<file path="src/u8bd_pkg.sv">
package u8bd_pkg;

  localparam int unsigned ByteW  = 8;
  localparam int unsigned CodeW  = 21;
  localparam int unsigned LenW   = 3;
  localparam int unsigned CountW = 2;

  // byte classes, seen on bits 7:6
  localparam logic [1:0] CLS_CONT = 2'b10;
  localparam logic [1:0] CLS_LEAD = 2'b11;

  // length codes
  localparam logic [LenW-1:0] LEN_1 = 3'd1;
  localparam logic [LenW-1:0] LEN_2 = 3'd2;
  localparam logic [LenW-1:0] LEN_3 = 3'd3;
  localparam logic [LenW-1:0] LEN_4 = 3'd4;

  localparam logic [CountW-1:0] SEEN_IDLE = 2'd0;
  localparam logic [CountW-1:0] SEEN_ONE  = 2'd1;
  localparam logic [CountW-1:0] SEEN_TWO  = 2'd2;
  localparam logic [CountW-1:0] SEEN_MAX  = 2'd3;

  typedef struct packed {
    logic [CountW-1:0] bytes_seen;
    logic              reverse_mode;
    logic [LenW-1:0]   target_length;
    logic [CodeW-1:0]  accumulator;
  } dec_state_t;

  typedef struct packed {
    logic [CodeW-1:0] code_point;
    logic [LenW-1:0]  char_length;
    logic             was_reversed;
  } char_t;

  // payload mask of a lead byte for a sequence of the given length
  function automatic logic [ByteW-1:0] lead_mask(input logic [LenW-1:0] len);
    logic [ByteW-1:0] m;
    begin
      if (len == LEN_2) begin
        m = 8'h1F;
      end else if (len == LEN_3) begin
        m = 8'h0F;
      end else begin
        m = 8'h07;
      end
      return m;
    end
  endfunction

endpackage

</file>
<file path="src/u8bd_in_if.sv">
interface u8bd_in_if;
  logic                        valid;
  logic                        ready;
  logic [u8bd_pkg::ByteW-1:0]  byte_in;

  modport source (output valid, output byte_in, input ready);
  modport sink   (input valid, input byte_in, output ready);
endinterface

</file>
<file path="src/u8bd_out_if.sv">
interface u8bd_out_if;
  logic                        valid;
  logic                        ready;
  logic [u8bd_pkg::CodeW-1:0]  code_point;
  logic [u8bd_pkg::LenW-1:0]   char_length;
  logic                        was_reversed;

  modport source (output valid, output code_point, output char_length,
                  output was_reversed, input ready);
  modport sink   (input valid, input code_point, input char_length,
                  input was_reversed, output ready);
endinterface

</file>
<file path="src/u8bd_step.sv">
// Next-state and result for one byte.
module u8bd_step (
  input  u8bd_pkg::dec_state_t        cur,
  input  logic [u8bd_pkg::ByteW-1:0]  byte_in,
  output u8bd_pkg::dec_state_t        nxt,
  output logic                        emit,
  output u8bd_pkg::char_t             res
);

  always_comb begin
    logic [1:0]                   sel;
    logic [u8bd_pkg::LenW-1:0]    len;
    logic [u8bd_pkg::CodeW-1:0]   fwd_acc;
    logic [u8bd_pkg::CodeW-1:0]   lead_bits;
    logic [u8bd_pkg::CodeW-1:0]   cont_bits;
    logic [u8bd_pkg::LenW-1:0]    seen_p1;
    logic [u8bd_pkg::ByteW-1:0]   lead_pay;

    nxt  = cur;
    emit = 1'b0;
    res  = '{code_point: '0, char_length: '0, was_reversed: 1'b0};

    sel       = byte_in[5:4];
    len       = (sel == 2'd0) ? u8bd_pkg::LEN_2 : ({1'b0, sel} + 3'd1);
    seen_p1   = {1'b0, cur.bytes_seen} + 3'd1;
    fwd_acc   = {cur.accumulator[u8bd_pkg::CodeW-7:0], byte_in[5:0]};
    lead_pay  = byte_in & u8bd_pkg::lead_mask(seen_p1);
    lead_bits = '0;
    cont_bits = '0;

    // place this byte's bits above those already gathered (reversed order)
    unique case (cur.bytes_seen)
      u8bd_pkg::SEEN_ONE: begin
        lead_bits = {8'd0, lead_pay, 5'd0} << 1;
        cont_bits = {9'd0, byte_in[5:0], 6'd0};
      end
      u8bd_pkg::SEEN_TWO: begin
        lead_bits = {1'b0, lead_pay, 12'd0};
        cont_bits = {3'd0, byte_in[5:0], 12'd0};
      end
      u8bd_pkg::SEEN_MAX: begin
        lead_bits = {lead_pay[2:0], 18'd0};
        cont_bits = {byte_in[2:0], 18'd0};
      end
      default: begin
        lead_bits = {13'd0, lead_pay};
        cont_bits = {15'd0, byte_in[5:0]};
      end
    endcase

    if (cur.bytes_seen == u8bd_pkg::SEEN_IDLE) begin
      if (!byte_in[7]) begin
        emit = 1'b1;
        res  = '{code_point: {13'd0, byte_in}, char_length: u8bd_pkg::LEN_1,
                 was_reversed: 1'b0};
      end else if (byte_in[7:6] == u8bd_pkg::CLS_LEAD) begin
        nxt.bytes_seen    = u8bd_pkg::SEEN_ONE;
        nxt.reverse_mode  = 1'b0;
        nxt.target_length = len;
        nxt.accumulator   = {13'd0, byte_in & u8bd_pkg::lead_mask(len)};
      end else begin
        nxt.bytes_seen    = u8bd_pkg::SEEN_ONE;
        nxt.reverse_mode  = 1'b1;
        nxt.target_length = '0;
        nxt.accumulator   = {15'd0, byte_in[5:0]};
      end
    end else if (!cur.reverse_mode) begin
      if (seen_p1 >= cur.target_length) begin
        emit = 1'b1;
        res  = '{code_point: fwd_acc, char_length: cur.target_length,
                 was_reversed: 1'b0};
        nxt  = '0;
      end else begin
        nxt.bytes_seen  = seen_p1[u8bd_pkg::CountW-1:0];
        nxt.accumulator = fwd_acc;
      end
    end else begin
      if (byte_in[6] || cur.bytes_seen == u8bd_pkg::SEEN_MAX) begin
        emit = 1'b1;
        res  = '{code_point: cur.accumulator | lead_bits, char_length: seen_p1,
                 was_reversed: 1'b1};
        nxt  = '0;
      end else begin
        nxt.bytes_seen  = seen_p1[u8bd_pkg::CountW-1:0];
        nxt.accumulator = cur.accumulator | cont_bits;
      end
    end
  end

endmodule

</file>
<file path="src/utf8_bidirectional_decoder.sv">
// Channel  | Dir | Payload                                  | Request
// ---------+-----+------------------------------------------+-------------------------
// in_chan  | in  | byte_in[7:0]                             | one raw byte
// out_chan | out | code_point[20:0], char_length[2:0],      | one decoded character
//          |     | was_reversed                             |
//
// One byte per cycle. The decode of a byte is a single pass of mask/shift
// logic from the state registers into the result register, so a character
// is offered on out_chan the cycle after its last byte is taken.
// rst_n is synchronous, active low; it returns the decoder to idle and
// empties the result register. A stalled result holds in out_chan; input
// keeps flowing while the result register is empty or being drained.
module utf8_bidirectional_decoder (
  input  logic             clk,
  input  logic             rst_n,
  u8bd_in_if.sink          in_chan,
  u8bd_out_if.source       out_chan
);

  u8bd_pkg::dec_state_t state_r, state_nxt;
  u8bd_pkg::char_t      res_r, res_nxt;
  logic                 out_valid_r, out_valid_nxt;
  logic                 step_emit;
  logic                 in_take;

  // Result register is free if empty or being taken this cycle.
  assign in_chan.ready = !out_valid_r || out_chan.ready;
  assign in_take       = in_chan.valid && in_chan.ready;

  u8bd_step u_step (
    .cur     (state_r),
    .byte_in (in_chan.byte_in),
    .nxt     (state_nxt),
    .emit    (step_emit),
    .res     (res_nxt)
  );

  always_comb begin
    out_valid_nxt = out_valid_r;
    if (out_chan.ready) begin
      out_valid_nxt = 1'b0;
    end
    if (in_take && step_emit) begin
      out_valid_nxt = 1'b1;
    end
  end

  // decoder state: only advances on an accepted byte
  always_ff @(posedge clk) begin
    if (!rst_n) begin
      state_r     <= '0;
      out_valid_r <= 1'b0;
    end else begin
      out_valid_r <= out_valid_nxt;
      if (in_take) begin
        state_r <= state_nxt;
      end
    end
  end

  // result payload, no reset needed
  always_ff @(posedge clk) begin
    if (in_take && step_emit) begin
      res_r <= res_nxt;
    end
  end

  assign out_chan.valid        = out_valid_r;
  assign out_chan.code_point   = res_r.code_point;
  assign out_chan.char_length  = res_r.char_length;
  assign out_chan.was_reversed = res_r.was_reversed;

endmodule
</file>
<file path="src/flat_wrapper.sv">
// flat-port wrapper written by rule: the top's interface ports become plain ports
module utf8_bidirectional_decoder_flat 
  (clk, rst_n, in_chan_valid, in_chan_byte_in, in_chan_ready, out_chan_valid, out_chan_code_point, out_chan_char_length, out_chan_was_reversed, out_chan_ready);
  u8bd_in_if in_chan_i ();
  u8bd_out_if out_chan_i ();
  input  logic clk;
  input  logic rst_n;
  input wire logic [$bits(in_chan_i.valid)-1:0] in_chan_valid;
  input wire logic [$bits(in_chan_i.byte_in)-1:0] in_chan_byte_in;
  output wire logic [$bits(in_chan_i.ready)-1:0] in_chan_ready;
  output wire logic [$bits(out_chan_i.valid)-1:0] out_chan_valid;
  output wire logic [$bits(out_chan_i.code_point)-1:0] out_chan_code_point;
  output wire logic [$bits(out_chan_i.char_length)-1:0] out_chan_char_length;
  output wire logic [$bits(out_chan_i.was_reversed)-1:0] out_chan_was_reversed;
  input wire logic [$bits(out_chan_i.ready)-1:0] out_chan_ready;
  assign in_chan_i.valid = in_chan_valid;
  assign in_chan_i.byte_in = in_chan_byte_in;
  assign in_chan_ready = in_chan_i.ready;
  assign out_chan_valid = out_chan_i.valid;
  assign out_chan_code_point = out_chan_i.code_point;
  assign out_chan_char_length = out_chan_i.char_length;
  assign out_chan_was_reversed = out_chan_i.was_reversed;
  assign out_chan_i.ready = out_chan_ready;
  utf8_bidirectional_decoder u_core (.clk(clk), .rst_n(rst_n), .in_chan(in_chan_i), .out_chan(out_chan_i));
endmodule
</file>
<file path="config.mk">
export PLATFORM = sky130hd
export DESIGN_NAME = utf8_bidirectional_decoder_flat
export DESIGN_NICKNAME = d
export VERILOG_FILES = /design/src/u8bd_pkg.sv /design/src/u8bd_in_if.sv /design/src/u8bd_out_if.sv /design/src/u8bd_step.sv /design/src/utf8_bidirectional_decoder.sv /design/src/flat_wrapper.sv
export SDC_FILE = /design/constraint.sdc
export NUM_CORES = 1
export LEC_CHECK = 0
export ABC_AREA = 1
export BUFFER_PORTS_ARGS = -buffer_cell sky130_fd_sc_hd__buf_2
export CORE_MARGIN = 2
export CORE_UTILIZATION = 39
export DETAILED_ROUTE_END_ITERATION = 10
export PLACE_DENSITY = 0.66
export SLEW_MARGIN = 5
export SYNTH_ARGS = -nofsm -noshare
export SYNTH_HDL_FRONTEND = slang
export SYNTH_SLANG_ARGS = --single-unit
</file>
<file path="constraint.sdc">
create_clock -name clk -period 3.86 [get_ports clk]
set_input_delay 0 -clock clk [delete_from_list [all_inputs] [get_ports clk]]
set_output_delay 0 -clock clk [all_outputs]
set_load 0.05 [all_outputs]
</file>
# Yosys cells after proc, flatten, opt, wreduce, memory -nomap -nowiden
# Index checks and enable logic that the tools add are counted.
# classes
n_addsub	2
n_lt_le_gt_ge	1
n_eq_ne	10
n_mux	32
bitwise_logic	4
reduce_logical	11
# op_table
cell	n
21-bit case mux with 3 select lines	2
25-bit two-way mux	5
27-bit two-way mux	3
21-bit two-way mux	2
21-bit bitwise OR	2
8-bit two-way mux	4
8-bit AND	2
3-bit by 2-bit == test with 1-bit output (second input constant)	4
4-bit two-way mux	3
11-bit two-way mux	1
1-bit two-way mux	7
2-bit by 1-bit adder with 3-bit output (second input constant)	2
2-bit == test (second input constant)	3
3-bit two-way mux	2
5-bit two-way mux	1
2-bit logical NOT	2
2-bit two-way mux	2
4-bit AND reduction	1
3-bit greater-or-equal comparator	1
3-bit inequality test (second input constant)	1
3-bit nonzero test	1
2-bit by 1-bit == test with 1-bit output (second input constant)	1
1-bit logical AND	2
1-bit logical OR	2
4 further kinds	4
# word_totals
reg_bits	53
word_cells	68

# Longest topological paths before layout
# Gate-level depths: netlist of run 1.
# depth
depth_word	12
depth_mapped	13

# Modules after synthesis
# From an unflattened synthesis of run 1, not the netlist that was laid out.
# unflattened
hier_cells	466
hier_area_um2	3543.4
# modules_own_cells
module	instances	cells_each	area_per_inst_um2	seq_area_each_um2
utf8_bidirectional_decoder	1	212	2190.9	1311.3
u8bd_step	1	254	1352.5	0.0

# Least setup slack after synthesis of run 1
# Ideal clock, no wire load.
# synth_path
path_type	reg-to-reg
startpoint	reg u_core.state_r[25] in the netlist's numbering
endpoint	reg u_core.res_r, in the netlist u_core.out_chan.char_length[0], enable pin
setup_time_ns	0.380
arrival_time_ns	2.069
slack_ns	1.411
stages_incl_launch_ff	11
path_buffers	1
path_cell_list	dfxtp_1 inv_1 ha_1 ha_1 nand2_1 nand2_1 nand2_2 buf_6 nand3_4 nand3_1 inv_1
# synth_via
elab_chain_len	6
elab_cells_between_ends	10
# synth_lines
item	line_no	rtl
start, declared	utf8_bidirectional_decoder.sv:20	u8bd_pkg::dec_state_t state_r, state_nxt;
start signal, assigned	utf8_bidirectional_decoder.sv:56	state_r <= state_nxt;
2-bit by 1-bit adder with 3-bit output or 2-bit == test (tied branches)	u8bd_step.sv:25, u8bd_step.sv:78	
3-bit greater-or-equal comparator or 1-bit logical OR (tied branches)	u8bd_step.sv:68, u8bd_step.sv:78	
1-bit two-way mux, on equally long branches	u8bd_step.sv:68, u8bd_step.sv:78	
1-bit two-way mux	u8bd_step.sv:67	end else if (!cur.reverse_mode) begin
1-bit two-way mux (*)	u8bd_step.sv:51	if (cur.bytes_seen == u8bd_pkg::SEEN_IDLE) begin
1-bit logical AND (*)	utf8_bidirectional_decoder.sv:63	if (in_take && step_emit) begin
end signal, assigned	utf8_bidirectional_decoder.sv:64	res_r <= res_nxt;
end, declared	utf8_bidirectional_decoder.sv:21	u8bd_pkg::char_t res_r, res_nxt;
# Every way passes the cells marked *; elsewhere a longest branch is shown, timed or not.
# A chain may end at the register's enable or synchronous reset.

# Final worst setup path of run 1
# layout_path
startpoint	reg u_core.state_r[25] in the netlist's numbering
endpoint	reg u_core.res_r, in the netlist u_core.out_chan.was_reversed, enable pin
# Same word-level chain as after synthesis.

==> out/results.ini, run 1 <==
[status]
outcome = finished clean

[global_route]
antenna_found_initial = 0
first_global_vias = 2503
grt_overflow_total = 0
grt_start_max_net_pins = 27
grtUsageTotal = 0.1900
grt_pass1_wl_um = 12860

[clocking]
htreeDepth = 2
cts_max_path_buffers = 2
postCtsSetupBuffers = 0
clock-root-buffer = clkbuf_8
cts_tree = done
cts_sinks = 53
clkSlewWorstSetupHoldPaths_ns = 0.09
cts-buffers-inserted = 5
clock_latency_ns = 0.31

[sta]
min_period_ns = 2.687
setup_tns_ns = 0
final.setup_skew_ns = 0.006484
worst_pin_slew_ns = 0.8333
clock.fmax_mhz = 372.2
hold_violations = 0
setup-violations-final = 0
rsz0062_at_grt = false
finalCritPeriodShare = 0.6961
slew_headroom = 0.4410
slew_viol_final = 0

[placement]
place_area_sq_um = 3262
port_buffers = 38
hpwl_um = 5633
place.gp.congestion = 0.9526

[yosys]
mappedNetlistNets = 407
synth-seq-cells = 53
mappedNetlistArea_sq_um = 3038
avgSynthCellArea_sq_um = 7.830
syn_inst = 388
yosys_warnings = 0
synth_top_area_frac = 0.2471
yosysTopAreaCell = edfxtp_1
ys_top_cells_by_area = edfxtp_1, dfxtp_1, nand2_1
seq_area_frac_synth = 0.4316
synth_cell_types = 37

[finish]
layout.nets = 441
final_common_cell = nand2_1
final_cell_mix = nand2_1, a21oi_1, buf_2
num_antenna_cells = 0
area_growth_pct = 11.37
finalInstanceArea_sq_um = 3383
final_layout_size_suffix_gt1_frac = 0.1820

[route]
drc = 0
via_per_inst = 5.360
drtIter0Drc = 346
dr.pass1.iters = 6
via_count = 2814
ant_nets = 0
routedWlPerCell_um = 15.02
routed_wl_um = 7885

[worst_setup_path]
crit_type = flop to flop
max_stage_delay_ns = 0.42
reg2regPathDepth = 10
crit_slowest_cell = dfxtp_1
r2r_end = u_core.out_chan.was_reversed$_SDFFCE_PP0P_
endpoint_kind = flop
path_cells = inv_1 -> ha_1 -> ha_1 -> nand2_1 -> nand2_1 -> nand2_2 -> nand3_4 -> nand3_1 -> inv_1 -> buf_4
r2r_start = u_core.state_r[25]$_SDFFE_PN0P_
cpLargestDelayFamily = simple AND/OR/NAND/NOR gates
rrSetupSlack_ns = 1.17
cp.required_ns = 3.85
arrival_ns = 2.68
critPathBufInv = 3
cp_max_fo = 25
critPathLaunchType = flop

[floorplanning]
die_area_sq_um = 8512
die-height_um = 92.26
die_w_um = 92.26
io_pins = 39
core_sq_um = 7647
initial_core_util = 0.3973
rows = 32

[worst_hold_path]
hp-start = out_chan_ready
holdPathStages = 4
worstHoldPathType = primary input to flop
hold_end = u_core.out_chan.valid$_SDFFE_PN0P_

[power]
peakVddDrop_mv = 0.2239
cellPowerDensity_nw_per_um2 = 398.0
power.leakage_nw = 1.352

[job]
cap_viol_max_count = 0

==> power breakdown <==
group / switching [mW] / leakage, nW / internal [mW] / total [mW]
clock network: 0.183 / 0.0554 / 0.195 / 0.378
logic: 0.251 / 0.823 / 0.0754 / 0.327
registers: 0.0184 / 0.473 / 0.623 / 0.642
==> metal layers <==
layer	track usage	wire, um
met5	0	0
met4	0.07214	189
met3	0.03615	658
met2	0.2892	3416
met1	0.2674	3621
==> worst reg2reg max path, delay by kind of cell (launching register included) <==
kind                     cells  cell delay [ns]
adder cells (fa/ha/maj)      2             0.67
AND/OR/NAND/NOR              5             0.77
buffers and inverters        3             0.51
flip-flops                   1             0.42
==> state kept, by name, summed over array words and instances (netlist names) <==
register	count
u_core.out_chan.was_reversed	1
u_core.out_chan.valid	1
u_core.out_chan.char_length	3
u_core.out_chan.code_point	21
u_core.state_r	27
==> per-stage QoR <==
stage	power, mW	util	worst slack, ns	instances	hold slack, ns
after detailed placement	0.9737	0.4265	1.210	516	0.2763
after floorplan	0.9117	-	1.411	388	0.1227
after CTS	1.349	0.4424	1.197	525	0.01398
final	1.346	0.4424	1.173	525	0.01349
after global routing	1.409	0.4424	1.016	525	0.03858
after global placement	0.9752	0.4265	1.281	516	0.2663
==> cell type report <==
class | instances | area (sq um)
Fill cell | 753 | 4264
Inverter | 35 | 133.9
Timing Repair Buffer | 43 | 230.2
Multi-Input combinational cell | 284 | 1469
Clock buffer | 6 | 72.57
Tap cell | 102 | 127.6
Clock inverter | 2 | 38.79
Sequential cell | 53 | 1311
==> worst max path at each step <==
| stage | startpoint | end | slack [ns] | depth (start not counted) |
|---|---|---|---|---|
| after floorplan | u_core.state_r[25]$_SDFFE_PN0P_ | u_core.out_chan.char_length[0]$_DFFE_PP_ | 1.41 | 10 |
| after global placement | u_core.state_r[25]$_SDFFE_PN0P_ | u_core.out_chan.code_point[19]$_SDFFCE_PP0P_ | 1.28 | 10 |
| after detailed placement | u_core.state_r[25]$_SDFFE_PN0P_ | u_core.out_chan.code_point[7]$_SDFFCE_PP0P_ | 1.21 | 10 |
| after CTS | u_core.state_r[25]$_SDFFE_PN0P_ | u_core.out_chan.char_length[2]$_SDFFCE_PP0P_ | 1.20 | 10 |
| after global routing | u_core.state_r[25]$_SDFFE_PN0P_ | u_core.out_chan.code_point[6]$_DFFE_PP_ | 1.02 | 11 |
| final | u_core.state_r[25]$_SDFFE_PN0P_ | u_core.out_chan.was_reversed$_SDFFCE_PP0P_ | 1.17 | 10 |
==> cell usage after synthesis (all sizes together) <==
cell    number
o21a         1
inv         33
nand3       39
nor4         1
edfxtp      25
nand2      115
o31ai        1
nand4        5
a31oi        3
clkbuf       7
or2          6
ha           7
buf          9
a21oi       46
xnor2        1
a221oi       1
dfxtp       28
clkinv       2
o21ai       34
o22ai        2
nor2        21
nor3         1
==> logic make-up after synthesis <==
kind of cell / share of synthesized area
xor+xnor: 0.002884
compound gates: 0.1549
fa+ha+maj: 0.02883
buf+inv: 0.08484
simple gates: 0.2970
flops: 0.4316
==> what timing repair did <==
item | CTS | global route
resized for setup | 0 | 0
endpoints found under the hold margin | 2 | 0
hold buffers | 1 | 0
No activity file was read; power rests on OpenSTA's default activity.
==> inputs of run 2 (changes only) <==
PLACE_DENSITY = 0.68   (was 0.66)
clock period = 2.33 ns   (was 3.86 ns; I/O delays follow)
==> run 2 against run 1 <==
Combinational power rose by 85%. Worst hold slack improved by 0.012 ns. Via count rose by 2.5%. Utilization rose by 1.3 points. Global-route usage rose by 2.0 points. Non-clock buffer count rose by 11. Fmax rose by 22%. Critical path type unchanged. Critical endpoint is now u_core.out_chan.code_point[0]$_DFFE_PP_. Largest power group unchanged.
==> out/results.ini, run 2 (synthesis gave the netlist of run 1 again) <==
[worst_hold_path]
hp-start = in_chan_byte_in[5]
holdPathStages = 3
hold_end = u_core.state_r[21]$_SDFFE_PN0P_
worstHoldPathType = primary input to flop

[placement]
post-place-ws_ns = 0.07272
place_area_sq_um = 3378
dp_cells = 527
port_buffers = 38
place.gp.congestion = 0.9662
hpwl_um = 5907

[job]
cap_viol_max_count = 0

[finish]
final_cell_mix = nand2_1, a21oi_1, buf_2
final_util = 0.4555
fin_cells = 536
regMostFlops = u_core.state_r
largest_reg_flops = 27
final_common_cell = nand2_1
layout.nets = 452
area_growth_pct = 14.66
num_antenna_cells = 0
finalInstanceArea_sq_um = 3483
final_layout_size_suffix_gt1_frac = 0.2120

[floorplanning]
die-height_um = 92.26
io_pins = 39
die_w_um = 92.26
rows = 32
initial_core_util = 0.3973
die_area_sq_um = 8512
core_sq_um = 7647

[status]
outcome = finished clean

[worst_setup_path]
path_depth = 10
path_cells = inv_1 -> ha_1 -> ha_1 -> nand2_1 -> nand2_1 -> nand2_2 -> buf_6 -> a21oi_1 -> o21ai_0 -> nand2_1
reg2regPathDepth = 10
crit_top_cell = nand2_1
cpLargestDelayFamily = adder cells
arrival_ns = 2.25
r2r_end = u_core.out_chan.code_point[0]$_DFFE_PP_
rrSetupSlack_ns = 0.14
crit_type = flop to flop
max_stage_delay_ns = 0.38
endpoint_kind = flop
critPathLaunchType = flop
crit_slowest_cell = dfxtp_2
r2r_start = u_core.state_r[26]$_SDFFE_PN0P_
cp_max_fo = 17
critPathBufInv = 2
cp.required_ns = 2.39

[clocking]
htreeDepth = 2
cts_sinks = 53
cts_max_path_buffers = 2
cts-buffers-inserted = 5
cts_tree = done
clock-root-buffer = clkbuf_8
clkSlewWorstSetupHoldPaths_ns = 0.10
clock_latency_ns = 0.31

[global_route]
grt_start_max_net_pins = 21
grt_pass1_wl_um = 13930
grt_overflow_total = 0
antenna_found_initial = 0
first_global_vias = 2670
grtUsageTotal = 0.2105

[route]
routedWlPerCell_um = 15.58
ant_nets = 0
via_per_inst = 5.379
drtIter0Drc = 278
via_count = 2883
dr.pass1.iters = 5
top_layer = met4
dr_wl_met2_um = 3698
routed_wl_um = 8351
drc = 0
m1WireLength_um = 3736
wl_met3_um = 672

[sta]
slew_viol_final = 0
worst_pin_slew_ns = 0.5008
final.setup_skew_ns = 0.003627
slew_headroom = 0.6641
finalCritPeriodShare = 0.9415
clock.fmax_mhz = 455.8
setup_ws_ns = 0.1362
setup-violations-final = 0
holdWs_ns = 0.02545
hold_violations = 0
min_period_ns = 2.194
setup_tns_ns = 0
rsz0062_at_grt = true

[power]
fin_total_pwr_mw = 2.201
cellPowerDensity_nw_per_um2 = 632.0
peakVddDrop_mv = 0.2338
power.leakage_nw = 1.391

run 2: final cells by class:
type                       count  area [sq um]
clock buffer                   6         72.57
inverter                      35         137.6
tap                          102         127.6
clock inverter                 2         15.01
sequential                    53          1313
multi-input combinational    284          1476
fill                         783          4164
timing repair buffer          54         341.6
run 2: how the worst max path moves through the flow:
stage	from	end	slack [ns]
after floorplan	u_core.state_r[25]$_SDFFE_PN0P_	u_core.out_chan.char_length[0]$_DFFE_PP_	0.01
after global placement	u_core.state_r[26]$_SDFFE_PN0P_	u_core.out_chan.code_point[0]$_DFFE_PP_	0.17
after detailed placement	u_core.state_r[26]$_SDFFE_PN0P_	u_core.out_chan.code_point[0]$_DFFE_PP_	0.07
after CTS	u_core.state_r[26]$_SDFFE_PN0P_	u_core.out_chan.code_point[0]$_DFFE_PP_	0.07
after global routing	u_core.state_r[26]$_SDFFE_PN0P_	u_core.out_chan.code_point[6]$_DFFE_PP_	-0.01
final	u_core.state_r[26]$_SDFFE_PN0P_	u_core.out_chan.code_point[0]$_DFFE_PP_	0.14
run 2: routing by layer:
layer | vias up | track usage
li1 | 1389 | -
met1 | 1341 | 0.2937
met2 | 138 | 0.3248
met3 | 15 | 0.03698
met4 | 0 | 0.08209
met5 | - | 0
run 2: power by group:
part	switching [mW]	internal (mW)
clock	0.324	0.213
sequential	0.0259	1.03
combinational	0.446	0.160
run 2: worst min-delay path, stage by stage:
cell and delay, ns:
buf_2 0.15, nand3_1 0.09, a21oi_1 0.06
run 2: timing repair:
item / 4_1_cts / 5_1_grt
setup endpoints to repair: 0 / 46
hold endpoints to repair: 2 / 0
hold buffers: 1 / 0
buffers inserted: 0 / 0
resized for setup: 0 / 3
